<file path="src/design/bcf_pkg.sv">
`timescale 1ns / 1ps
// ----------------------------------------------------------------------------
// Block-tridiagonal Cholesky forward sweep: shared package
// Item formats, sequencer state types, storage region map, unit handshake
// structs and the saturation helper.
// ----------------------------------------------------------------------------
package bcf_pkg;

  localparam int BLOCK_DIM_DEF = 4;
  localparam int DATA_W        = 32;
  localparam int FRAC_W        = 16;
  localparam int PROD_W        = 48;
  localparam int ACC_W         = 56;
  localparam int IDX_W         = 2;

  // Request codes.
  localparam logic [1:0] REQ_COUPLING  = 2'd0;
  localparam logic [1:0] REQ_PRECISION = 2'd1;
  localparam logic [1:0] REQ_RHS       = 2'd2;
  localparam logic [1:0] REQ_RESTART   = 2'd3;

  // Result kinds.
  localparam logic [1:0] KIND_FACTOR = 2'd0;
  localparam logic [1:0] KIND_LO     = 2'd1;
  localparam logic [1:0] KIND_MEAN   = 2'd2;

  // Storage regions, each BLOCK_DIM*BLOCK_DIM entries. The two cleared
  // regions come first so that their valid bits cover the lowest addresses.
  localparam int REG_O      = 0;
  localparam int REG_V      = 1;
  localparam int REG_C      = 2;
  localparam int REG_L      = 3;
  localparam int REG_LO     = 4;
  localparam int REG_Y      = 5;
  localparam int REG_M      = 6;
  localparam int REGION_CNT = 7;
  localparam int CLEAR_REGIONS = 2;

  typedef struct packed {
    logic [1:0]              req_type;
    logic [IDX_W-1:0]        row_index;
    logic [IDX_W-1:0]        col_index;
    logic signed [DATA_W-1:0] element_value;
    logic                    compute_now;
  } item_t;

  typedef struct packed {
    logic [1:0]              result_kind;
    logic [IDX_W-1:0]        out_row;
    logic [IDX_W-1:0]        out_col;
    logic signed [DATA_W-1:0] result_value;
    logic                    pivot_error;
    logic                    last_of_run;
  } result_t;

  typedef enum logic [3:0] {
    ST_IDLE,
    ST_BASE,
    ST_BCAP,
    ST_TERM_RD,
    ST_TERM_MUL,
    ST_TERM_ACC,
    ST_POST,
    ST_UNIT,
    ST_EM_RD,
    ST_EM_LD
  } st_t;

  typedef enum logic [3:0] {
    PH_UPO,
    PH_UPC,
    PH_DIAG,
    PH_OFF,
    PH_LO,
    PH_Y,
    PH_M,
    PH_EML,
    PH_EMLO,
    PH_EMM
  } ph_t;

  typedef struct packed {
    logic                     start;
    logic                     is_sqrt;
    logic signed [DATA_W-1:0] num;
    logic signed [DATA_W-1:0] den;
  } unit_req_t;

  typedef struct packed {
    logic                     done;
    logic signed [DATA_W-1:0] value;
  } unit_rsp_t;

  function automatic logic signed [DATA_W-1:0] sat32(input logic signed [ACC_W-1:0] v);
    logic signed [ACC_W-1:0] hi;
    logic signed [ACC_W-1:0] lo;
    hi = ACC_W'(64'sd2147483647);
    lo = ACC_W'(-64'sd2147483648);
    if (v > hi) return 32'sh7fffffff;
    if (v < lo) return 32'sh80000000;
    return v[DATA_W-1:0];
  endfunction

endpackage

</file>
<file path="src/design/bcf_divsqrt.sv">
`timescale 1ns / 1ps
// ----------------------------------------------------------------------------
// Block-tridiagonal Cholesky forward sweep: divide and square-root unit
// Radix-2 restoring divider for (a * 2^16) / b and a digit-by-digit square
// root of a * 2^16, one bit per cycle, sharing one control counter.
// ----------------------------------------------------------------------------
module bcf_divsqrt import bcf_pkg::*; (
  input  logic      clk,
  input  logic      rst,
  input  unit_req_t req,
  output unit_rsp_t rsp
);

  localparam int NW         = DATA_W + FRAC_W;
  localparam int DIV_STEPS  = NW;
  localparam int SQRT_STEPS = NW / 2;
  localparam int CNT_W      = $clog2(DIV_STEPS + 1);

  logic              busy;
  logic              done;
  logic [CNT_W-1:0]  cnt;
  logic              is_sqrt;
  logic              neg;
  logic [DATA_W-1:0] dmag;
  logic [DATA_W:0]   rem;
  logic [NW-1:0]     num;
  logic [NW-1:0]     quo;
  logic [NW-1:0]     sx;
  logic [NW-1:0]     rt;
  logic [NW-1:0]     bitv;

  logic [DATA_W:0]         rem_sh;
  logic                    ge;
  logic [DATA_W:0]         rem_nx;
  logic [NW-1:0]           sum;
  logic                    take;
  logic signed [ACC_W-1:0] qext;
  logic signed [ACC_W-1:0] qs;

  function automatic logic [DATA_W-1:0] mag(input logic signed [DATA_W-1:0] v);
    return v[DATA_W-1] ? (~v + DATA_W'(1)) : v;
  endfunction

  always_comb begin
    rem_sh = {rem[DATA_W-1:0], num[NW-1]};
    ge     = rem_sh >= {1'b0, dmag};
    rem_nx = ge ? (rem_sh - {1'b0, dmag}) : rem_sh;
    sum    = rt + bitv;
    take   = sx >= sum;
    qext   = ACC_W'({1'b0, quo});
    qs     = neg ? -qext : qext;
  end

  always_ff @(posedge clk) begin
    if (rst) begin
      busy <= 1'b0;
      done <= 1'b0;
      cnt  <= '0;
    end else begin
      done <= busy && (cnt == CNT_W'(1));
      if (req.start) begin
        busy <= 1'b1;
        cnt  <= req.is_sqrt ? CNT_W'(SQRT_STEPS) : CNT_W'(DIV_STEPS);
      end else if (busy) begin
        cnt <= cnt - CNT_W'(1);
        if (cnt == CNT_W'(1)) begin
          busy <= 1'b0;
        end
      end
    end
  end

  always_ff @(posedge clk) begin
    if (req.start) begin
      is_sqrt <= req.is_sqrt;
      neg     <= req.num[DATA_W-1] ^ req.den[DATA_W-1];
      dmag    <= mag(req.den);
      num     <= {mag(req.num), FRAC_W'(0)};
      rem     <= '0;
      quo     <= '0;
      sx      <= {req.num, FRAC_W'(0)};
      rt      <= '0;
      bitv    <= NW'(1) << (NW - 2);
    end else if (busy) begin
      if (is_sqrt) begin
        sx   <= take ? (sx - sum) : sx;
        rt   <= take ? ((rt >> 1) + bitv) : (rt >> 1);
        bitv <= bitv >> 2;
      end else begin
        rem <= rem_nx;
        num <= num << 1;
        quo <= {quo[NW-2:0], ge};
      end
    end
  end

  always_comb begin
    rsp.done  = done;
    rsp.value = is_sqrt ? rt[DATA_W-1:0] : sat32(qs);
  end

endmodule

</file>
<file path="config.mk">
export PLATFORM = sky130hd
export DESIGN_NAME = bcf_divsqrt
export DESIGN_NICKNAME = d
export VERILOG_FILES = /design/src/design/bcf_pkg.sv /design/src/design/bcf_divsqrt.sv
export SDC_FILE = /design/constraint.sdc
export NUM_CORES = 1
export LEC_CHECK = 0
export BUFFER_PORTS_ARGS = -buffer_cell sky130_fd_sc_hd__buf_2
export CORE_AREA = 2 2 237 262
export CTS_CLUSTER_DIAMETER = 50
export DETAILED_ROUTE_END_ITERATION = 12
export DIE_AREA = 0 0 239 264
export GPL_ROUTABILITY_DRIVEN = 0
export PLACE_DENSITY = 0.6
export SYNTH_ARGS = -nofsm -noshare
export SYNTH_HDL_FRONTEND = slang
export SYNTH_SLANG_ARGS = --single-unit
</file>
<file path="constraint.sdc">
create_clock -name clk -period 16.68 [get_ports clk]
set_clock_uncertainty 0.2 [all_clocks]
set_input_delay 3.336 -clock clk [delete_from_list [all_inputs] [get_ports clk]]
set_output_delay 3.336 -clock clk [all_outputs]
set_load 0.02 [all_outputs]
</file>
# Word level (Yosys, flattened, before mapping)
# Cells that the tools add are included.
# word_totals
output_inout_bits,33
word_cells,67
ff_bits,274
# op_classes
n_mux,26
bitwise_logic,4
n_lt_le_gt_ge,4
n_reduce_logical,9
eq_ne,2
add_sub_neg,8
# ops
op,n
$mux W48,8
$mux W32,7
$add A32 B2 Y32 const B,2
$not A32 Y32,2
$gt A56 B32 Y1 const B,1
$lt A56 B32 Y1 const B,1
$mux W56,1
$neg A48 Y56,1
$add A47 B47 Y48,1
$add A48 B47 Y48,1
$ge A48 B48 Y1,1
$sub A48 B48 Y48,1
$ge A33 B32 Y1,1
$sub A32 B32 Y32,1
$mux W31,1
$mux W6,3
$eq A6 B1 Y1 const B,1
$mux W1,6
$reduce_and A2 Y1,3
$reduce_and A3 Y1,2
$reduce_bool A2 Y1,3
$sub A6 B1 Y6 const B,1
$ne A2 B2 Y1 const B,1
$logic_and A1 B1 Y1,1
other kinds (2),2

# Depth between registers and ports, before layout
# logic_depth
word_depth,8
mapped_depth,24
ltp_nobuf,21

# Least setup slack after synthesis
# Ideal clock, no wire load.
# synth_path
kind,reg2out
start,register quo[12]
end,output port rsp[10] in the netlist's numbering
arrival_time_ns,3.841
slack_ns,9.303
t_required_ns,13.144
n_path_buf,1
path_stages_with_launch,10
path_cell_list,dfxtp_1 or4_4 or4_4 or2_1 or4b_1 a2111o_1 a2111oi_0 a31oi_1 buf_2 o32ai_1
# synth_rtl
element,line,text
start: declaration,bcf_divsqrt.sv:27,logic [NW-1:0] quo;
start signal: assignment,bcf_divsqrt.sv:92,"quo <= {quo[NW-2:0], ge};"
end: declaration,bcf_divsqrt.sv:11,output unit_rsp_t rsp

==> flow_summary.ini <==
[routing]
drt_iter0_markers = 1299
wl_um = 59690
viasPerCell = 5.698
wl_per_cell_um = 17.14
postRouteAntennaNets = 0
firstDrtPassIters = 5
drc = 0
vias = 19840

[global_route]
track_usage_pct = 18.57
gr-total-overflow = 0
antenna_found_initial = 0
grt_max_degree = 96
grt_pass1_wl_um = 97150
grt_pass1_vias = 19310

[timing]
setup_viol = 0
setup_tns_ns = 0
tightest_slew_ns = 1.032
slew_viol_final = 0
slew_headroom_pct = 31.02
max_freq_mhz = 113.8
hold_viol_final = 0
fin_crit_ns = 8.791
post-route-period-util_pct = 52.70
rsz0062_at_grt = false
hold_ws_ns = 0.2552

[power_and_ir_drop]
leakagePower_uw = 0.008853
power_frac_comb_pct = 26.7
p_clk_share_pct = 39.5
power_density_nw_per_um2 = 98.57
vdd_drop_max_mv = 0.06309
power.internal_uw = 1545
swShare_pct = 33.07
seqPwrFrac_pct = 33.8
switchingPower_uw = 763.6

[synthesis]
avgSynthCellArea_sq_um = 7.845
synthArstFlopShare_pct = 0
syn_nets = 2883
seq_area_frac_synth_pct = 30.78
ys_types = 80
synthTopCellsByArea = dfxtp_1, edfxtp_1, ha_1
synth-main-ff-cell = dfxtp_1
ys_ff_latch = 274
synth_top_cell_area_share_pct = 16.77
yosysWarnings = 0
synth_edf_count = 98
synth.largest_area_cell = dfxtp_1
synthesis.area_sq_um = 21010
synthCells = 2678

[cells_and_area]
diodes = 0
final-seq-area_sq_um = 6466
multi_input_area_sq_um = 13590
layout_common_cells = nand2_1, a21oi_1, o21ai_0, dfxtp_1, nor2_1
fillers = 6149
syn2layout_area_growth_pct = 11.49
fin_util_pct = 38.64
final_area_sq_um = 23430
final_common_cell = nand2_1
final_nets = 2880
fin_cells = 3482
drive_gt1_share_pct = 8.647

[setup_path]
worst-path-buf-inv = 2
r2r_start = rt[16]$_SDFFE_PP0P_
crit_end = rsp[21]
reg2reg_depth = 22
rrSetupSlack_ns = 9.23
r2r-end = sx[43]$_DFFE_PP_
arrival_ns = 5.25
slowest_delay_ns = 0.74
critical_path.top_delay_family = simple AND/OR/NAND/NOR gates
critPathLaunch = quo[12]$_SDFFE_PP0P_
end_kind = output port
cp-start-kind = register
crit_path_cell_trace = or4_4 > or4_4 > or2_1 > or3_4 > o31ai_2 > xnor2_1 > or4_4 > nor4_4 > buf_4 > o32ai_1 > buf_2
cp_max_fo = 20
critPathRequiredTime_ns = 13.14
crit_type = register to output port
path_depth = 11
critPathSlowestCell = nor4_4
crit_top_cell = or4_4

[clocking]
insertion_delay_ns = 0.57
cts_buffer_depth = 3
cts_root_buffer = clkbuf_16
numCtsBuffers = 40
clk_pin_slew_ns = 0.06
cts_tree = done
cts_sinks = 274
h-tree-depth = 2
postCtsHoldBufs = 0
ctsResizeCount = 0
postCtsSetupRepairBufs = 0

[placed_design]
dp.cells = 3409
hpwl_um = 42910
portBuffers = 100
placed_cell_area_sq_um = 22010

[outcome]
status = finished, final reports clean

[die]
core_area_sq_um = 60620
die_w_um = 239
fp.dieArea_sq_um = 63100
ios = 101
rows = 95
die_h_um = 264
start_util_pct = 34.66

[job]
cap_viol_max_count = 0

[hold_path]
min_path_type = register to register
[cell usage after synthesis (all sizes together), types with 18 or more instances]
cell type	number
a211oi	43
a21o	49
a21oi	269
a31oi	63
buf	21
clkbuf	142
dfxtp	176
edfxtp	98
ha	135
inv	89
mux2i	32
nand2	376
nand3	55
nand4	25
nor2	165
nor3	56
nor4	19
o211ai	18
o21a	20
o21ai	244
o21bai	21
o22ai	34
o31ai	46
or3	20
or4	18
xnor2	121
xor2	101
[area by class of cell]
| cell class | instances | share of cell area, % |
|---|---|---|
| Clock inverter | 29 | 1.715 |
| Timing Repair Buffer | 118 | 2.751 |
| Tap cell | 776 | 4.145 |
| Sequential cell | 274 | 27.60 |
| Multi-Input combinational cell | 2151 | 58.01 |
| Clock buffer | 44 | 4.337 |
| Inverter | 90 | 1.442 |
[power by group through the flow]
stage	logic (uW)	clock network [uW]	registers [uW]
finish	617	912	780
global route	687	958	785
CTS	615	933	780
detailed placement	610	0	794
global placement	601	0	793
floorplan	474	0	772
[metal layers]
| layer | vias up | GRT usage, % | wire (um) |
|---|---|---|---|
| li1 | 9822 | - | - |
| met1 | 9387 | 22.12 | 25360 |
| met2 | 486 | 33.06 | 29510 |
| met3 | 145 | 2.424 | 2351 |
| met4 | 0 | 8.378 | 2458 |
| met5 | - | 0 | 0 |
[worst register-to-register path, delay by kind of cell (launching register included)]
family / cells / cell delay [ns]
simple gates: 6 / 1.40
xor+xnor: 1 / 0.26
compound gates: 11 / 3.37
fa+ha+maj: 2 / 0.77
buf+inv: 2 / 0.73
flops: 1 / 0.43
[worst min path at each step]
stage,startpoint,to,slack [ns],cells past startpoint
floorplan,sx[10]$_SDFFE_PP0P_,sx[10]$_SDFFE_PP0P_,0.24,2
global placement,sx[14]$_SDFFE_PP0P_,sx[14]$_SDFFE_PP0P_,0.24,2
detailed placement,sx[15]$_SDFFE_PP0P_,sx[15]$_SDFFE_PP0P_,0.25,2
CTS,sx[15]$_SDFFE_PP0P_,sx[15]$_SDFFE_PP0P_,0.25,2
global route,sx[6]$_SDFFE_PP0P_,sx[6]$_SDFFE_PP0P_,0.28,2
finish,sx[9]$_SDFFE_PP0P_,sx[9]$_SDFFE_PP0P_,0.26,2
[cells by family after synthesis]
| family | Yosys count | share of synthesized area [%] |
|---|---|---|
| AOI/OAI and AO/OA | 923 | 27.05 |
| xor gates and xnor gates | 222 | 9.254 |
| adders and majority gates | 137 | 8.230 |
| buffers and inverters | 253 | 4.657 |
| DFF | 274 | 30.78 |
| muxes | 36 | 1.739 |
| and+or+nand+nor | 833 | 18.29 |
[stage by stage]
stage	worst slack [ns]	total power, uW
6_report	7.889	2309
5_1_grt	7.760	2430
4_1_cts	7.912	2328
3_5_place_dp	8.538	1404
3_3_place_gp	8.688	1393
2_1_floorplan	9.303	1246
[sequential cells by signal (all words and copies together), names as in the netlist]
signal and flops:
quo 48, rt 48, sx 48, dmag 32, num 32, rem 32
bitv 24, cnt 6, busy 1, done 1, is_sqrt 1, neg 1
Power figures use the tool's default switching activity.
