`src/design/bcf_pkg.sv`:
```
`timescale 1ns / 1ps
// ----------------------------------------------------------------------------
// Block-tridiagonal Cholesky forward sweep: shared package
// Item formats, sequencer state types, storage region map, unit handshake
// structs and the saturation helper.
// ----------------------------------------------------------------------------
package bcf_pkg;

  localparam int BLOCK_DIM_DEF = 4;
  localparam int DATA_W        = 32;
  localparam int FRAC_W        = 16;
  localparam int PROD_W        = 48;
  localparam int ACC_W         = 56;
  localparam int IDX_W         = 2;

  // Request codes.
  localparam logic [1:0] REQ_COUPLING  = 2'd0;
  localparam logic [1:0] REQ_PRECISION = 2'd1;
  localparam logic [1:0] REQ_RHS       = 2'd2;
  localparam logic [1:0] REQ_RESTART   = 2'd3;

  // Result kinds.
  localparam logic [1:0] KIND_FACTOR = 2'd0;
  localparam logic [1:0] KIND_LO     = 2'd1;
  localparam logic [1:0] KIND_MEAN   = 2'd2;

  // Storage regions, each BLOCK_DIM*BLOCK_DIM entries. The two cleared
  // regions come first so that their valid bits cover the lowest addresses.
  localparam int REG_O      = 0;
  localparam int REG_V      = 1;
  localparam int REG_C      = 2;
  localparam int REG_L      = 3;
  localparam int REG_LO     = 4;
  localparam int REG_Y      = 5;
  localparam int REG_M      = 6;
  localparam int REGION_CNT = 7;
  localparam int CLEAR_REGIONS = 2;

  typedef struct packed {
    logic [1:0]              req_type;
    logic [IDX_W-1:0]        row_index;
    logic [IDX_W-1:0]        col_index;
    logic signed [DATA_W-1:0] element_value;
    logic                    compute_now;
  } item_t;

  typedef struct packed {
    logic [1:0]              result_kind;
    logic [IDX_W-1:0]        out_row;
    logic [IDX_W-1:0]        out_col;
    logic signed [DATA_W-1:0] result_value;
    logic                    pivot_error;
    logic                    last_of_run;
  } result_t;

  typedef enum logic [3:0] {
    ST_IDLE,
    ST_BASE,
    ST_BCAP,
    ST_TERM_RD,
    ST_TERM_MUL,
    ST_TERM_ACC,
    ST_POST,
    ST_UNIT,
    ST_EM_RD,
    ST_EM_LD
  } st_t;

  typedef enum logic [3:0] {
    PH_UPO,
    PH_UPC,
    PH_DIAG,
    PH_OFF,
    PH_LO,
    PH_Y,
    PH_M,
    PH_EML,
    PH_EMLO,
    PH_EMM
  } ph_t;

  typedef struct packed {
    logic                     start;
    logic                     is_sqrt;
    logic signed [DATA_W-1:0] num;
    logic signed [DATA_W-1:0] den;
  } unit_req_t;

  typedef struct packed {
    logic                     done;
    logic signed [DATA_W-1:0] value;
  } unit_rsp_t;

  function automatic logic signed [DATA_W-1:0] sat32(input logic signed [ACC_W-1:0] v);
    logic signed [ACC_W-1:0] hi;
    logic signed [ACC_W-1:0] lo;
    hi = ACC_W'(64'sd2147483647);
    lo = ACC_W'(-64'sd2147483648);
    if (v > hi) return 32'sh7fffffff;
    if (v < lo) return 32'sh80000000;
    return v[DATA_W-1:0];
  endfunction

endpackage

```
`src/design/bcf_ctrl.sv`:
```
`timescale 1ns / 1ps
// ----------------------------------------------------------------------------
// Block-tridiagonal Cholesky forward sweep: sequencer
// Takes load items, walks the update, factor and solve loops one entry at a
// time through the working store with one multiply-accumulate path, hands
// roots and quotients to the shared unit and emits the results.
// ----------------------------------------------------------------------------
module bcf_ctrl import bcf_pkg::*; #(
  parameter int BLOCK_DIM = BLOCK_DIM_DEF,
  localparam int NN = BLOCK_DIM * BLOCK_DIM,
  localparam int AW = $clog2(REGION_CNT * NN)
) (
  input  logic              clk,
  input  logic              rst,
  input  logic              item_valid,
  output logic              item_stall,
  input  item_t             item,
  output logic              result_valid,
  input  logic              result_stall,
  output result_t           result,
  output logic              mem_we,
  output logic [AW-1:0]     mem_waddr,
  output logic [DATA_W-1:0] mem_wdata,
  output logic              mem_clear,
  output logic              mem_re0,
  output logic [AW-1:0]     mem_raddr0,
  input  logic [DATA_W-1:0] mem_rdata0,
  output logic              mem_re1,
  output logic [AW-1:0]     mem_raddr1,
  input  logic [DATA_W-1:0] mem_rdata1,
  output unit_req_t         ureq,
  input  unit_rsp_t         ursp
);

  localparam int CW = $clog2(BLOCK_DIM + 1);
  localparam logic [CW-1:0] LAST = CW'(BLOCK_DIM - 1);
  localparam logic [CW-1:0] ZERO = CW'(0);

  st_t st, st_next;
  ph_t ph, ph_next;
  logic [CW-1:0] i, i_next, j, j_next, k, k_next;
  logic first_step, first_step_next;
  logic err, err_next;
  logic signed [ACC_W-1:0]  acc, acc_next;
  logic signed [DATA_W-1:0] dv, dv_next;
  logic signed [PROD_W-1:0] prod;

  logic [AW-1:0] base_a, div_a, a_a, b_a, dst_a, emit_a;
  logic [CW-1:0] kst, kend;
  ph_t           adv_ph;
  logic [CW-1:0] adv_i, adv_j;
  logic          adv_done;
  logic          do_adv;
  logic          load_res;
  logic          restart;
  logic signed [DATA_W-1:0] t;

  function automatic logic [AW-1:0] addr_of(input int region, input int r, input int c);
    return AW'(region * NN + r * BLOCK_DIM + c);
  endfunction

  function automatic logic signed [PROD_W-1:0] mulq(input logic signed [DATA_W-1:0] a,
                                                    input logic signed [DATA_W-1:0] b);
    logic signed [2*DATA_W-1:0] p;
    p = a * b;
    return PROD_W'((p + 64'sd32768) >>> FRAC_W);
  endfunction

  assign t       = sat32(acc);
  assign restart = item.req_type == REQ_RESTART;

  // Operand, divisor and destination addresses of the current entry.
  always_comb begin
    base_a = '0;
    div_a  = '0;
    a_a    = '0;
    b_a    = '0;
    dst_a  = '0;
    emit_a = '0;
    kst    = ZERO;
    kend   = ZERO;
    unique case (ph)
      PH_UPO: begin
        base_a = addr_of(REG_O, int'(i), int'(j));
        a_a    = addr_of(REG_LO, int'(k), int'(i));
        b_a    = addr_of(REG_LO, int'(k), int'(j));
        dst_a  = base_a;
        kend   = CW'(BLOCK_DIM);
      end
      PH_UPC: begin
        base_a = addr_of(REG_V, int'(i), 0);
        a_a    = addr_of(REG_C, int'(i), int'(k));
        b_a    = addr_of(REG_M, int'(k), 0);
        dst_a  = base_a;
        kend   = CW'(BLOCK_DIM);
      end
      PH_DIAG: begin
        base_a = addr_of(REG_O, int'(j), int'(j));
        a_a    = addr_of(REG_L, int'(j), int'(k));
        b_a    = a_a;
        dst_a  = addr_of(REG_L, int'(j), int'(j));
        kend   = j;
      end
      PH_OFF: begin
        base_a = addr_of(REG_O, int'(i), int'(j));
        div_a  = addr_of(REG_L, int'(j), int'(j));
        a_a    = addr_of(REG_L, int'(i), int'(k));
        b_a    = addr_of(REG_L, int'(j), int'(k));
        dst_a  = addr_of(REG_L, int'(i), int'(j));
        kend   = j;
      end
      PH_LO: begin
        base_a = addr_of(REG_C, int'(i), int'(j));
        div_a  = addr_of(REG_L, int'(i), int'(i));
        a_a    = addr_of(REG_L, int'(i), int'(k));
        b_a    = addr_of(REG_LO, int'(k), int'(j));
        dst_a  = addr_of(REG_LO, int'(i), int'(j));
        kend   = i;
      end
      PH_Y: begin
        base_a = addr_of(REG_V, int'(i), 0);
        div_a  = addr_of(REG_L, int'(i), int'(i));
        a_a    = addr_of(REG_L, int'(i), int'(k));
        b_a    = addr_of(REG_Y, int'(k), 0);
        dst_a  = addr_of(REG_Y, int'(i), 0);
        kend   = i;
      end
      PH_M: begin
        base_a = addr_of(REG_Y, int'(i), 0);
        div_a  = addr_of(REG_L, int'(i), int'(i));
        a_a    = addr_of(REG_L, int'(k), int'(i));
        b_a    = addr_of(REG_M, int'(k), 0);
        dst_a  = addr_of(REG_M, int'(i), 0);
        kst    = CW'(i + 1'b1);
        kend   = CW'(BLOCK_DIM);
      end
      PH_EML:  emit_a = addr_of(REG_L, int'(i), int'(j));
      PH_EMLO: emit_a = addr_of(REG_LO, int'(i), int'(j));
      PH_EMM:  emit_a = addr_of(REG_M, int'(i), 0);
      default: ;
    endcase
  end

  // Loop order: which entry comes after the current one.
  always_comb begin
    adv_ph   = ph;
    adv_i    = i;
    adv_j    = j;
    adv_done = 1'b0;
    unique case (ph)
      PH_UPO: begin
        if (j < i) adv_j = CW'(j + 1'b1);
        else adv_ph = PH_UPC;
      end
      PH_UPC: begin
        if (i < LAST) begin
          adv_ph = PH_UPO;
          adv_i  = CW'(i + 1'b1);
          adv_j  = ZERO;
        end else begin
          adv_ph = PH_DIAG;
          adv_j  = ZERO;
        end
      end
      PH_DIAG: begin
        if (j < LAST) begin
          adv_ph = PH_OFF;
          adv_i  = CW'(j + 1'b1);
        end else begin
          adv_ph = PH_LO;
          adv_i  = ZERO;
          adv_j  = ZERO;
        end
      end
      PH_OFF: begin
        if (i < LAST) begin
          adv_i = CW'(i + 1'b1);
        end else begin
          adv_ph = PH_DIAG;
          adv_j  = CW'(j + 1'b1);
        end
      end
      PH_LO: begin
        if (i < LAST) begin
          adv_i = CW'(i + 1'b1);
        end else if (j < LAST) begin
          adv_i = ZERO;
          adv_j = CW'(j + 1'b1);
        end else begin
          adv_ph = PH_Y;
          adv_i  = ZERO;
        end
      end
      PH_Y: begin
        if (i < LAST) begin
          adv_i = CW'(i + 1'b1);
        end else begin
          adv_ph = PH_M;
          adv_i  = LAST;
        end
      end
      PH_M: begin
        if (i != ZERO) begin
          adv_i = CW'(i - 1'b1);
        end else begin
          adv_ph = PH_EML;
          adv_i  = ZERO;
          adv_j  = ZERO;
        end
      end
      PH_EML: begin
        if (j < i) begin
          adv_j = CW'(j + 1'b1);
        end else if (i < LAST) begin
          adv_i = CW'(i + 1'b1);
          adv_j = ZERO;
        end else begin
          adv_ph = PH_EMLO;
          adv_i  = ZERO;
          adv_j  = ZERO;
        end
      end
      PH_EMLO: begin
        if (j < LAST) begin
          adv_j = CW'(j + 1'b1);
        end else if (i < LAST) begin
          adv_i = CW'(i + 1'b1);
          adv_j = ZERO;
        end else begin
          adv_ph = PH_EMM;
          adv_i  = ZERO;
          adv_j  = ZERO;
        end
      end
      PH_EMM: begin
        if (i < LAST) adv_i = CW'(i + 1'b1);
        else adv_done = 1'b1;
      end
      default: ;
    endcase
  end

  always_comb begin
    st_next         = st;
    ph_next         = ph;
    i_next          = i;
    j_next          = j;
    k_next          = k;
    first_step_next = first_step;
    err_next        = err;
    acc_next        = acc;
    dv_next         = dv;
    mem_we          = 1'b0;
    mem_waddr       = dst_a;
    mem_wdata       = t;
    mem_clear       = 1'b0;
    mem_re0         = 1'b0;
    mem_raddr0      = base_a;
    mem_re1         = 1'b0;
    mem_raddr1      = div_a;
    ureq            = '0;
    ureq.num        = t;
    ureq.den        = dv;
    do_adv          = 1'b0;
    load_res        = 1'b0;
    item_stall      = (st != ST_IDLE);
    unique case (st)
      ST_IDLE: begin
        if (item_valid) begin
          mem_wdata = item.element_value;
          priority if (item.req_type == REQ_COUPLING) begin
            mem_we    = (int'(item.row_index) < BLOCK_DIM) && (int'(item.col_index) < BLOCK_DIM);
            mem_waddr = addr_of(REG_C, int'(item.row_index), int'(item.col_index));
          end else if (item.req_type == REQ_PRECISION) begin
            mem_we    = (int'(item.row_index) < BLOCK_DIM) && (int'(item.col_index) < BLOCK_DIM);
            mem_waddr = addr_of(REG_O, int'(item.row_index), int'(item.col_index));
          end else if (item.req_type == REQ_RHS) begin
            mem_we    = int'(item.row_index) < BLOCK_DIM;
            mem_waddr = addr_of(REG_V, int'(item.row_index), 0);
          end else begin
            first_step_next = 1'b1;
          end
          if (item.compute_now) begin
            err_next = 1'b0;
            st_next  = ST_BASE;
            i_next   = ZERO;
            j_next   = ZERO;
            ph_next  = (first_step || restart) ? PH_DIAG : PH_UPO;
          end
        end
      end
      ST_BASE: begin
        mem_re0 = 1'b1;
        mem_re1 = 1'b1;
        st_next = ST_BCAP;
      end
      ST_BCAP: begin
        acc_next = ACC_W'($signed(mem_rdata0));
        dv_next  = $signed(mem_rdata1);
        k_next   = kst;
        st_next  = (kst < kend) ? ST_TERM_RD : ST_POST;
      end
      ST_TERM_RD: begin
        mem_re0    = 1'b1;
        mem_re1    = 1'b1;
        mem_raddr0 = a_a;
        mem_raddr1 = b_a;
        st_next    = ST_TERM_MUL;
      end
      ST_TERM_MUL: begin
        st_next = ST_TERM_ACC;
      end
      ST_TERM_ACC: begin
        acc_next = acc - ACC_W'(prod);
        if (CW'(k + 1'b1) < kend) begin
          k_next  = CW'(k + 1'b1);
          st_next = ST_TERM_RD;
        end else begin
          st_next = ST_POST;
        end
      end
      ST_POST: begin
        priority if (ph == PH_UPO || ph == PH_UPC) begin
          mem_we = 1'b1;
          do_adv = 1'b1;
        end else if (ph == PH_DIAG) begin
          if (t <= 32'sd0) begin
            // Non-positive pivot: flag it and store a zero diagonal.
            err_next  = 1'b1;
            mem_we    = 1'b1;
            mem_wdata = '0;
            do_adv    = 1'b1;
          end else begin
            ureq.start   = 1'b1;
            ureq.is_sqrt = 1'b1;
            st_next      = ST_UNIT;
          end
        end else begin
          if (dv == 32'sd0) begin
            mem_we    = 1'b1;
            mem_wdata = '0;
            do_adv    = 1'b1;
          end else begin
            ureq.start = 1'b1;
            st_next    = ST_UNIT;
          end
        end
      end
      ST_UNIT: begin
        if (ursp.done) begin
          mem_we    = 1'b1;
          mem_wdata = ursp.value;
          do_adv    = 1'b1;
        end
      end
      ST_EM_RD: begin
        mem_re0    = 1'b1;
        mem_raddr0 = emit_a;
        st_next    = ST_EM_LD;
      end
      ST_EM_LD: begin
        if (!result_valid || !result_stall) begin
          load_res = 1'b1;
          if (adv_done) begin
            st_next = ST_IDLE;
          end else begin
            ph_next = adv_ph;
            i_next  = adv_i;
            j_next  = adv_j;
            st_next = ST_EM_RD;
          end
        end
      end
      default: st_next = ST_IDLE;
    endcase

    if (do_adv) begin
      ph_next = adv_ph;
      i_next  = adv_i;
      j_next  = adv_j;
      if (adv_ph == PH_EML) begin
        // The loads of this step are used up once the solves are done.
        st_next         = ST_EM_RD;
        mem_clear       = 1'b1;
        first_step_next = 1'b0;
      end else begin
        st_next = ST_BASE;
      end
    end
  end

  always_ff @(posedge clk) begin
    if (rst) begin
      st           <= ST_IDLE;
      ph           <= PH_UPO;
      i            <= '0;
      j            <= '0;
      k            <= '0;
      first_step   <= 1'b1;
      err          <= 1'b0;
      result_valid <= 1'b0;
    end else begin
      st         <= st_next;
      ph         <= ph_next;
      i          <= i_next;
      j          <= j_next;
      k          <= k_next;
      first_step <= first_step_next;
      err        <= err_next;
      if (load_res) begin
        result_valid <= 1'b1;
      end else if (!result_stall) begin
        result_valid <= 1'b0;
      end
    end
  end

  always_ff @(posedge clk) begin
    acc  <= acc_next;
    dv   <= dv_next;
    prod <= mulq($signed(mem_rdata0), $signed(mem_rdata1));
    if (load_res) begin
      result.result_kind  <= (ph == PH_EML) ? KIND_FACTOR :
                             (ph == PH_EMLO) ? KIND_LO : KIND_MEAN;
      result.out_row      <= IDX_W'(i);
      result.out_col      <= (ph == PH_EMM) ? '0 : IDX_W'(j);
      result.result_value <= $signed(mem_rdata0);
      result.pivot_error  <= err;
      result.last_of_run  <= adv_done;
    end
  end

`ifndef SYNTHESIS
  a_no_rw_overlap: assert property (@(posedge clk) disable iff (rst)
    mem_we |-> !(mem_re0 || mem_re1))
    else $error("store write collides with a read");

  a_unit_start: assert property (@(posedge clk) disable iff (rst)
    ureq.start |-> (st == ST_POST))
    else $error("unit started outside the post step");

  a_unit_done: assert property (@(posedge clk) disable iff (rst)
    ursp.done |-> (st == ST_UNIT))
    else $error("unit finished while not awaited");

  a_last_idle: assert property (@(posedge clk) disable iff (rst)
    (load_res && adv_done) |=> (st == ST_IDLE))
    else $error("sequencer not idle after the last result");
`endif

endmodule

```
`config.mk`:
```
export PLATFORM = sky130hd
export DESIGN_NAME = bcf_ctrl
export DESIGN_NICKNAME = d
export VERILOG_FILES = /design/src/design/bcf_pkg.sv /design/src/design/bcf_ctrl.sv
export SDC_FILE = /design/constraint.sdc
export NUM_CORES = 2
export LEC_CHECK = 0
export BUFFER_PORTS_ARGS = -buffer_cell sky130_fd_sc_hd__buf_2
export CAP_MARGIN = 20
export CORE_ASPECT_RATIO = 0.5
export CORE_MARGIN = 2
export CORE_UTILIZATION = 47
export CTS_BUF_LIST = sky130_fd_sc_hd__clkbuf_16
export CTS_CLUSTER_SIZE = 8
export DETAILED_ROUTE_END_ITERATION = 10
export PLACE_DENSITY_LB_ADDON = 0.3
export SYNTH_ARGS = -nofsm -noshare
export SYNTH_HDL_FRONTEND = slang
export SYNTH_SLANG_ARGS = --single-unit
export TNS_END_PERCENT = 30
```
`constraint.sdc`:
```
create_clock -name clk -period 21.2 [get_ports clk]
set_input_delay 3.18 -clock clk [delete_from_list [all_inputs] [get_ports clk]]
set_output_delay 3.18 -clock clk [all_outputs]
set_load 0.02 [all_outputs]
```
* After elaboration in Yosys (flattened, before gate mapping)
Index checks and enable logic that the tools add are counted.
** Word-level totals
- Word-level logic and storage cells :: 259
- Output and inout port bits :: 165
- Latch bits :: 0
- RAM bits :: 0
- ROM bits :: 0
- Memories :: 0
- Bits in registers :: 196
** Operators by class
- Div/mod/pow operators :: 0
- Multiply operators :: 1
- Order comparisons :: 8
- Reductions and logical operators :: 30
- Mux-type cells :: 132
- Eq/ne operators :: 37
- Shift operators :: 0
- Bitwise gates (word level) :: 0
- $add $sub $neg :: 34
** Operator list (number)
- 2-to-1 mux 32 bit :: 10
- case mux 56 bit (2 select lines) :: 1
- 2-to-1 mux 4 bit :: 25
- case mux 32 bit (3 select lines) :: 1
- 2-to-1 mux 3 bit :: 27
- case mux 7 bit (5 select lines) :: 2
- adder 64 x 17 -> 64 bit, second input constant :: 1
- multiplier 32 x 32 -> 64 bit :: 1
- > comparator 56 x 32 -> 1 bit, second input constant :: 1
- < comparator 56 x 32 -> 1 bit, second input constant :: 1
- subtractor 56 x 48 -> 56 bit :: 1
- case mux 7 bit (7 select lines) :: 1
- adder 7 x 3 -> 7 bit :: 6
- adder 7 x 5 -> 7 bit, first input constant :: 6
- 2-to-1 mux 7 bit :: 6
- case mux 4 bit (10 select lines) :: 1
- 2-to-1 mux 1 bit :: 37
- == test 4 x 3 -> 1 bit, second input constant :: 9
- case mux 4 bit (9 select lines) :: 1
- adder 7 x 4 -> 7 bit :: 5
- less-or-equal comparator 32 x 1 -> 1 bit, second input constant :: 1
- logical NOT 32 bit :: 1
- adder 6 x 5 -> 7 bit, first input constant :: 4
- case mux 7 bit (2 select lines) :: 2
- 42 further kinds :: 91

* Depth between registers and ports, before layout
- Depth in word-level cells :: 12
- Depth in mapped cells :: 28

* Worst setup path after synthesis
No wires, ideal clock.
- Kind :: input to register
- Start point :: input port mem_rdata0[31]
- End point :: register prod[47]
- Stages on the path :: 26
- Arrival time :: 10.448 ns
- Slack :: 10.616 ns
- Library setup time :: 0.136 ns
- Path through :: clkbuf_1 -> nand2_1 -> inv_1 -> fa_1 -> inv_1 -> fa_1 -> inv_1 -> fa_1 -> fa_1 -> inv_1 -> fa_1 -> fa_1 -> fa_1 -> fa_1 -> inv_1 -> ha_1 -> a21oi_1 -> nor2b_1 -> o21ai_0 -> nand2b_1 -> a2111oi_0 -> o31ai_1 -> a21oi_1 -> a21boi_1 -> nor4_1 -> a311oi_1
** Between the ends
- Cells in the longest elaborated chain, start to end :: 2
** RTL lines
- start, declared :: RTL line bcf_ctrl.sv:27 : input logic [DATA_W-1:0] mem_rdata0,
- multiplier 32 x 32 -> 64 bit :: RTL line bcf_ctrl.sv:65 : p = a * b;
- adder 64 x 17 -> 64 bit :: RTL line bcf_ctrl.sv:66 : return PROD_W'((p + 64'sd32768) >>> FRAC_W);
- end signal, assigned :: RTL line bcf_ctrl.sv:421 : prod <= mulq($signed(mem_rdata0), $signed(mem_rdata1));
- end, declared :: RTL line bcf_ctrl.sv:46 : logic signed [PROD_W-1:0] prod;
Every way passes these cells.
A chain may end at the register's enable or synchronous reset.

* Worst setup path in the final report
Same ends and word-level chain as after synthesis.

==> results.md <==
- R2R cell count: 13
- Wire length on met1: roughly 60000 um
- Grt total ovfl: 0
- CTS max path bufs: 2
- Share of the synthesized area in the top cell type: 45.08%
- Area contributors post-synth: fa_1, inv_1, edfxtp_1
- DRT Pass-1 Iters: 6
- Largest net degree at the start of global routing: 63
- Via density: roughly 5.5
- Synthesized cell area: around 48000 sq um
- Setup Viol. Count Final: 0
- Synth async-reset ratio: 0%
- R2R Path End: acc[54]
- Max-slew violations: 0
- Sum of negative setup slack: 0 ns
- CP required: ~22 ns
- TritonCTS clock tree: built
- Max Clk Rate: around 0.09 GHz
- First-pass GRT wire length: roughly 230000 um
- Port-buffer cells: 304
- Routed Antenna Nets: 0
- DR iter-0 viols: 2731
- CTS resizes: 0
- Vias in the first global route: about 40000
- WL final: approximately 140000 um
- Post-detail-place hpwl: approximately 110000 um
- Seq/Total Area, Yosys: 10.81%
- # DRC: 0
- Die area: 105100 sq um
- Initial Util: between 40 and 50%
- Post-route cell area: around 51000 sq um
- Worst reg2reg startpoint: acc[0]
- Gr usage total: 27.68%
- Die X: between 400 and 500 um
- Total number of vias: approximately 37000
- CP max FO: 34
- Syn Nets: approximately 6700
- Met3 WL post-DR: between 10000 and 15000 um
- Synth cell count leaders: inv_1, fa_1, nand2_1
- Setup crit end kind: register
- Setup Buffers After CTS: 0
- Final Skew: 0.02905 ns
- Number of buffers inserted by hold repair at cts: 0
- Post-synth EDFFs: around 130
- CTS clk-pin slew, worst paths: 0.09 ns
- Hold Violations, Final: 0
- CP endpoint: prod[47]
- Setup WS pre-CTS: roughly 9.4 ns
- Slew of the pin with the lowest slew margin: ~0.96 ns
- CP Class: input port to register
- Post-Synthesis Cells: roughly 5200
- Die Ht: 230.3 um
- Total clock sinks: around 200
- DP Area: just over 50000 sq um
- Top Metal Used: met4
- Worst Slack Setup Final: around 9.9 ns
- Core Region: approximately 100000 sq um
- Hold Path Class: register to register
- Minimum clock period: approximately 11 ns
- Most frequent cell after synthesis: inv_1
- Yosys reg bits: a little under 200
- Hold path start: err
- Worst skew pair latency: 0.55 ns
- Avg Synthesized Cell Area: a little over 9 sq um
- Yosys warnings: 0
- RSZ-0062 raised after global routing: no
- Row count: 82
- WP data arrival: 11.69 ns
- I/O pins: slightly above 300
- Layout cell share with drive strength beyond 1: 8.008%
- Root Buffer: clkbuf_16
- H-tree depth: 4
- Synth area leader: fa_1
- Initial antenna violation count: 2
- Wire per inst: about 21 um
- Most used DFF post-synth: edfxtp_1
- CTS Buf Count: 17
- Synth unique cells: 81
- Status: complete, no violations
- Met2 routed wirelength: between 60000 and 70000 um
- Area Overhead vs Synth: 6.958%
- Final net count: approximately 6800
- RD Place Congestion: a little over 0.9
- R2R Setup Slk: about 17 ns
- # Max-Cap Violations: 0
- Startpoint types: input port
- Max-Slew Margin vs Limit: between 30% and 40%
- Crit. Startpoint: mem_rdata0[31]
- Tcrit/Tclk final: 53.19%
## through the flow
step | std cells | hold WS, ns | utilization (%)
2_1_floorplan | 5201 | 0.4088 | -
3_3_place_gp | 6640 | 0.4281 | 50.35
3_5_place_dp | 6641 | 0.4274 | 50.38
4_1_cts | 6673 | 0.4497 | 51.01
5_1_grt | 6678 | 0.4673 | 51.05
6_report | 6679 | 0.4517 | 51.05
## routing by layer
layer | vias to the layer above | GRT usage [%]
met4 | 0 | 8.856
li1 | 16110 | -
met5 | - | 0
met3 | 232 | 4.746
met2 | 1432 | 45.17
met1 | 18980 | 37.75
## logic make-up after synthesis
| logic type | after synthesis | synth area share, % |
|---|---|---|
| xor gates and xnor gates | 111 | 2.020 |
| DFF | 196 | 10.81 |
| and+or+nand+nor | 1505 | 15.52 |
| adders and majority gates | 1356 | 52.15 |
| AOI/OAI and AO/OA | 648 | 8.580 |
| muxes | 8 | 0.1664 |
| buffers and inverters | 1377 | 10.75 |
## worst min-delay path by stage
| stage | endpoint | slack [ns] | depth (start not counted) |
|---|---|---|---|
| after floorplan | result[1] | 0.41 | 0 |
| after global placement | result[1] | 0.43 | 0 |
| after detailed placement | result[1] | 0.43 | 0 |
| after CTS | result[1] | 0.45 | 0 |
| after global routing | result[1] | 0.47 | 0 |
| final | result[1] | 0.45 | 0 |
## layout make-up
type                            instances  area (sq um)
Fill cell                            9317         49370
Multi-Input combinational cell       3628         37790
Sequential cell                       196          5205
Inverter                             1116          4189
Timing Repair Buffer                  360          1974
Tap cell                             1344          1682
Clock buffer                           17         425.4
Clock inverter                         15         209.0
Antenna cell                            3         7.507
## flip-flops by register name (all words and copies together) (netlist names)
register      cells
acc              56
prod             48
result           40
dv               32
ph                4
st                4
i                 3
j                 3
k                 3
err               1
first_step        1
result_valid      1
## cell usage in the layout, fill, tap and decap left out, drive strengths merged, types with 14 or more instances in the layout
master / synthesis / layout
clkbuf: 254 / 17
nor2b: 20 / 20
o21bai: 14 / 14
edfxtp: 128 / 128
ha: 272 / 272
xor2: 44 / 44
a21o: 49 / 49
dfxtp: 68 / 68
a211oi: 14 / 14
and2: 524 / 524
o21a: 17 / 17
nor2: 131 / 131
xnor2: 67 / 67
a22oi: 48 / 48
o21ai: 179 / 179
nand4: 28 / 28
buf: 7 / 360
nor3: 22 / 22
nand2b: 29 / 29
o22ai: 15 / 15
a21oi: 175 / 175
and3: 19 / 19
nand2: 636 / 636
nor4: 29 / 29
fa: 1084 / 1084
nand3: 36 / 36
a31oi: 29 / 29
inv: 1115 / 1125
## worst max-delay path, cell delays in order
cell and delay, ns:
buf_2 0.58, nand2_1 0.27, inv_1 0.14, fa_1 0.43, inv_1 0.26, fa_1 0.48, inv_1 0.20, fa_1 0.50
fa_1 1.03, inv_1 0.28, fa_1 0.55, fa_1 0.47, fa_1 0.51, fa_1 0.52, inv_1 0.05, ha_1 0.34
a21oi_1 0.18, nor2b_1 0.06, o21ai_0 0.15, nand2b_1 0.07, a2111oi_0 0.61, o31ai_1 0.20, a21oi_1 0.21, a21boi_1 0.12
nor4_1 0.20, a311oi_1 0.09
Power is left out: the tool's default activity adds up to more than one toggle a clock period on the data nets, which glitch-free logic cannot reach.
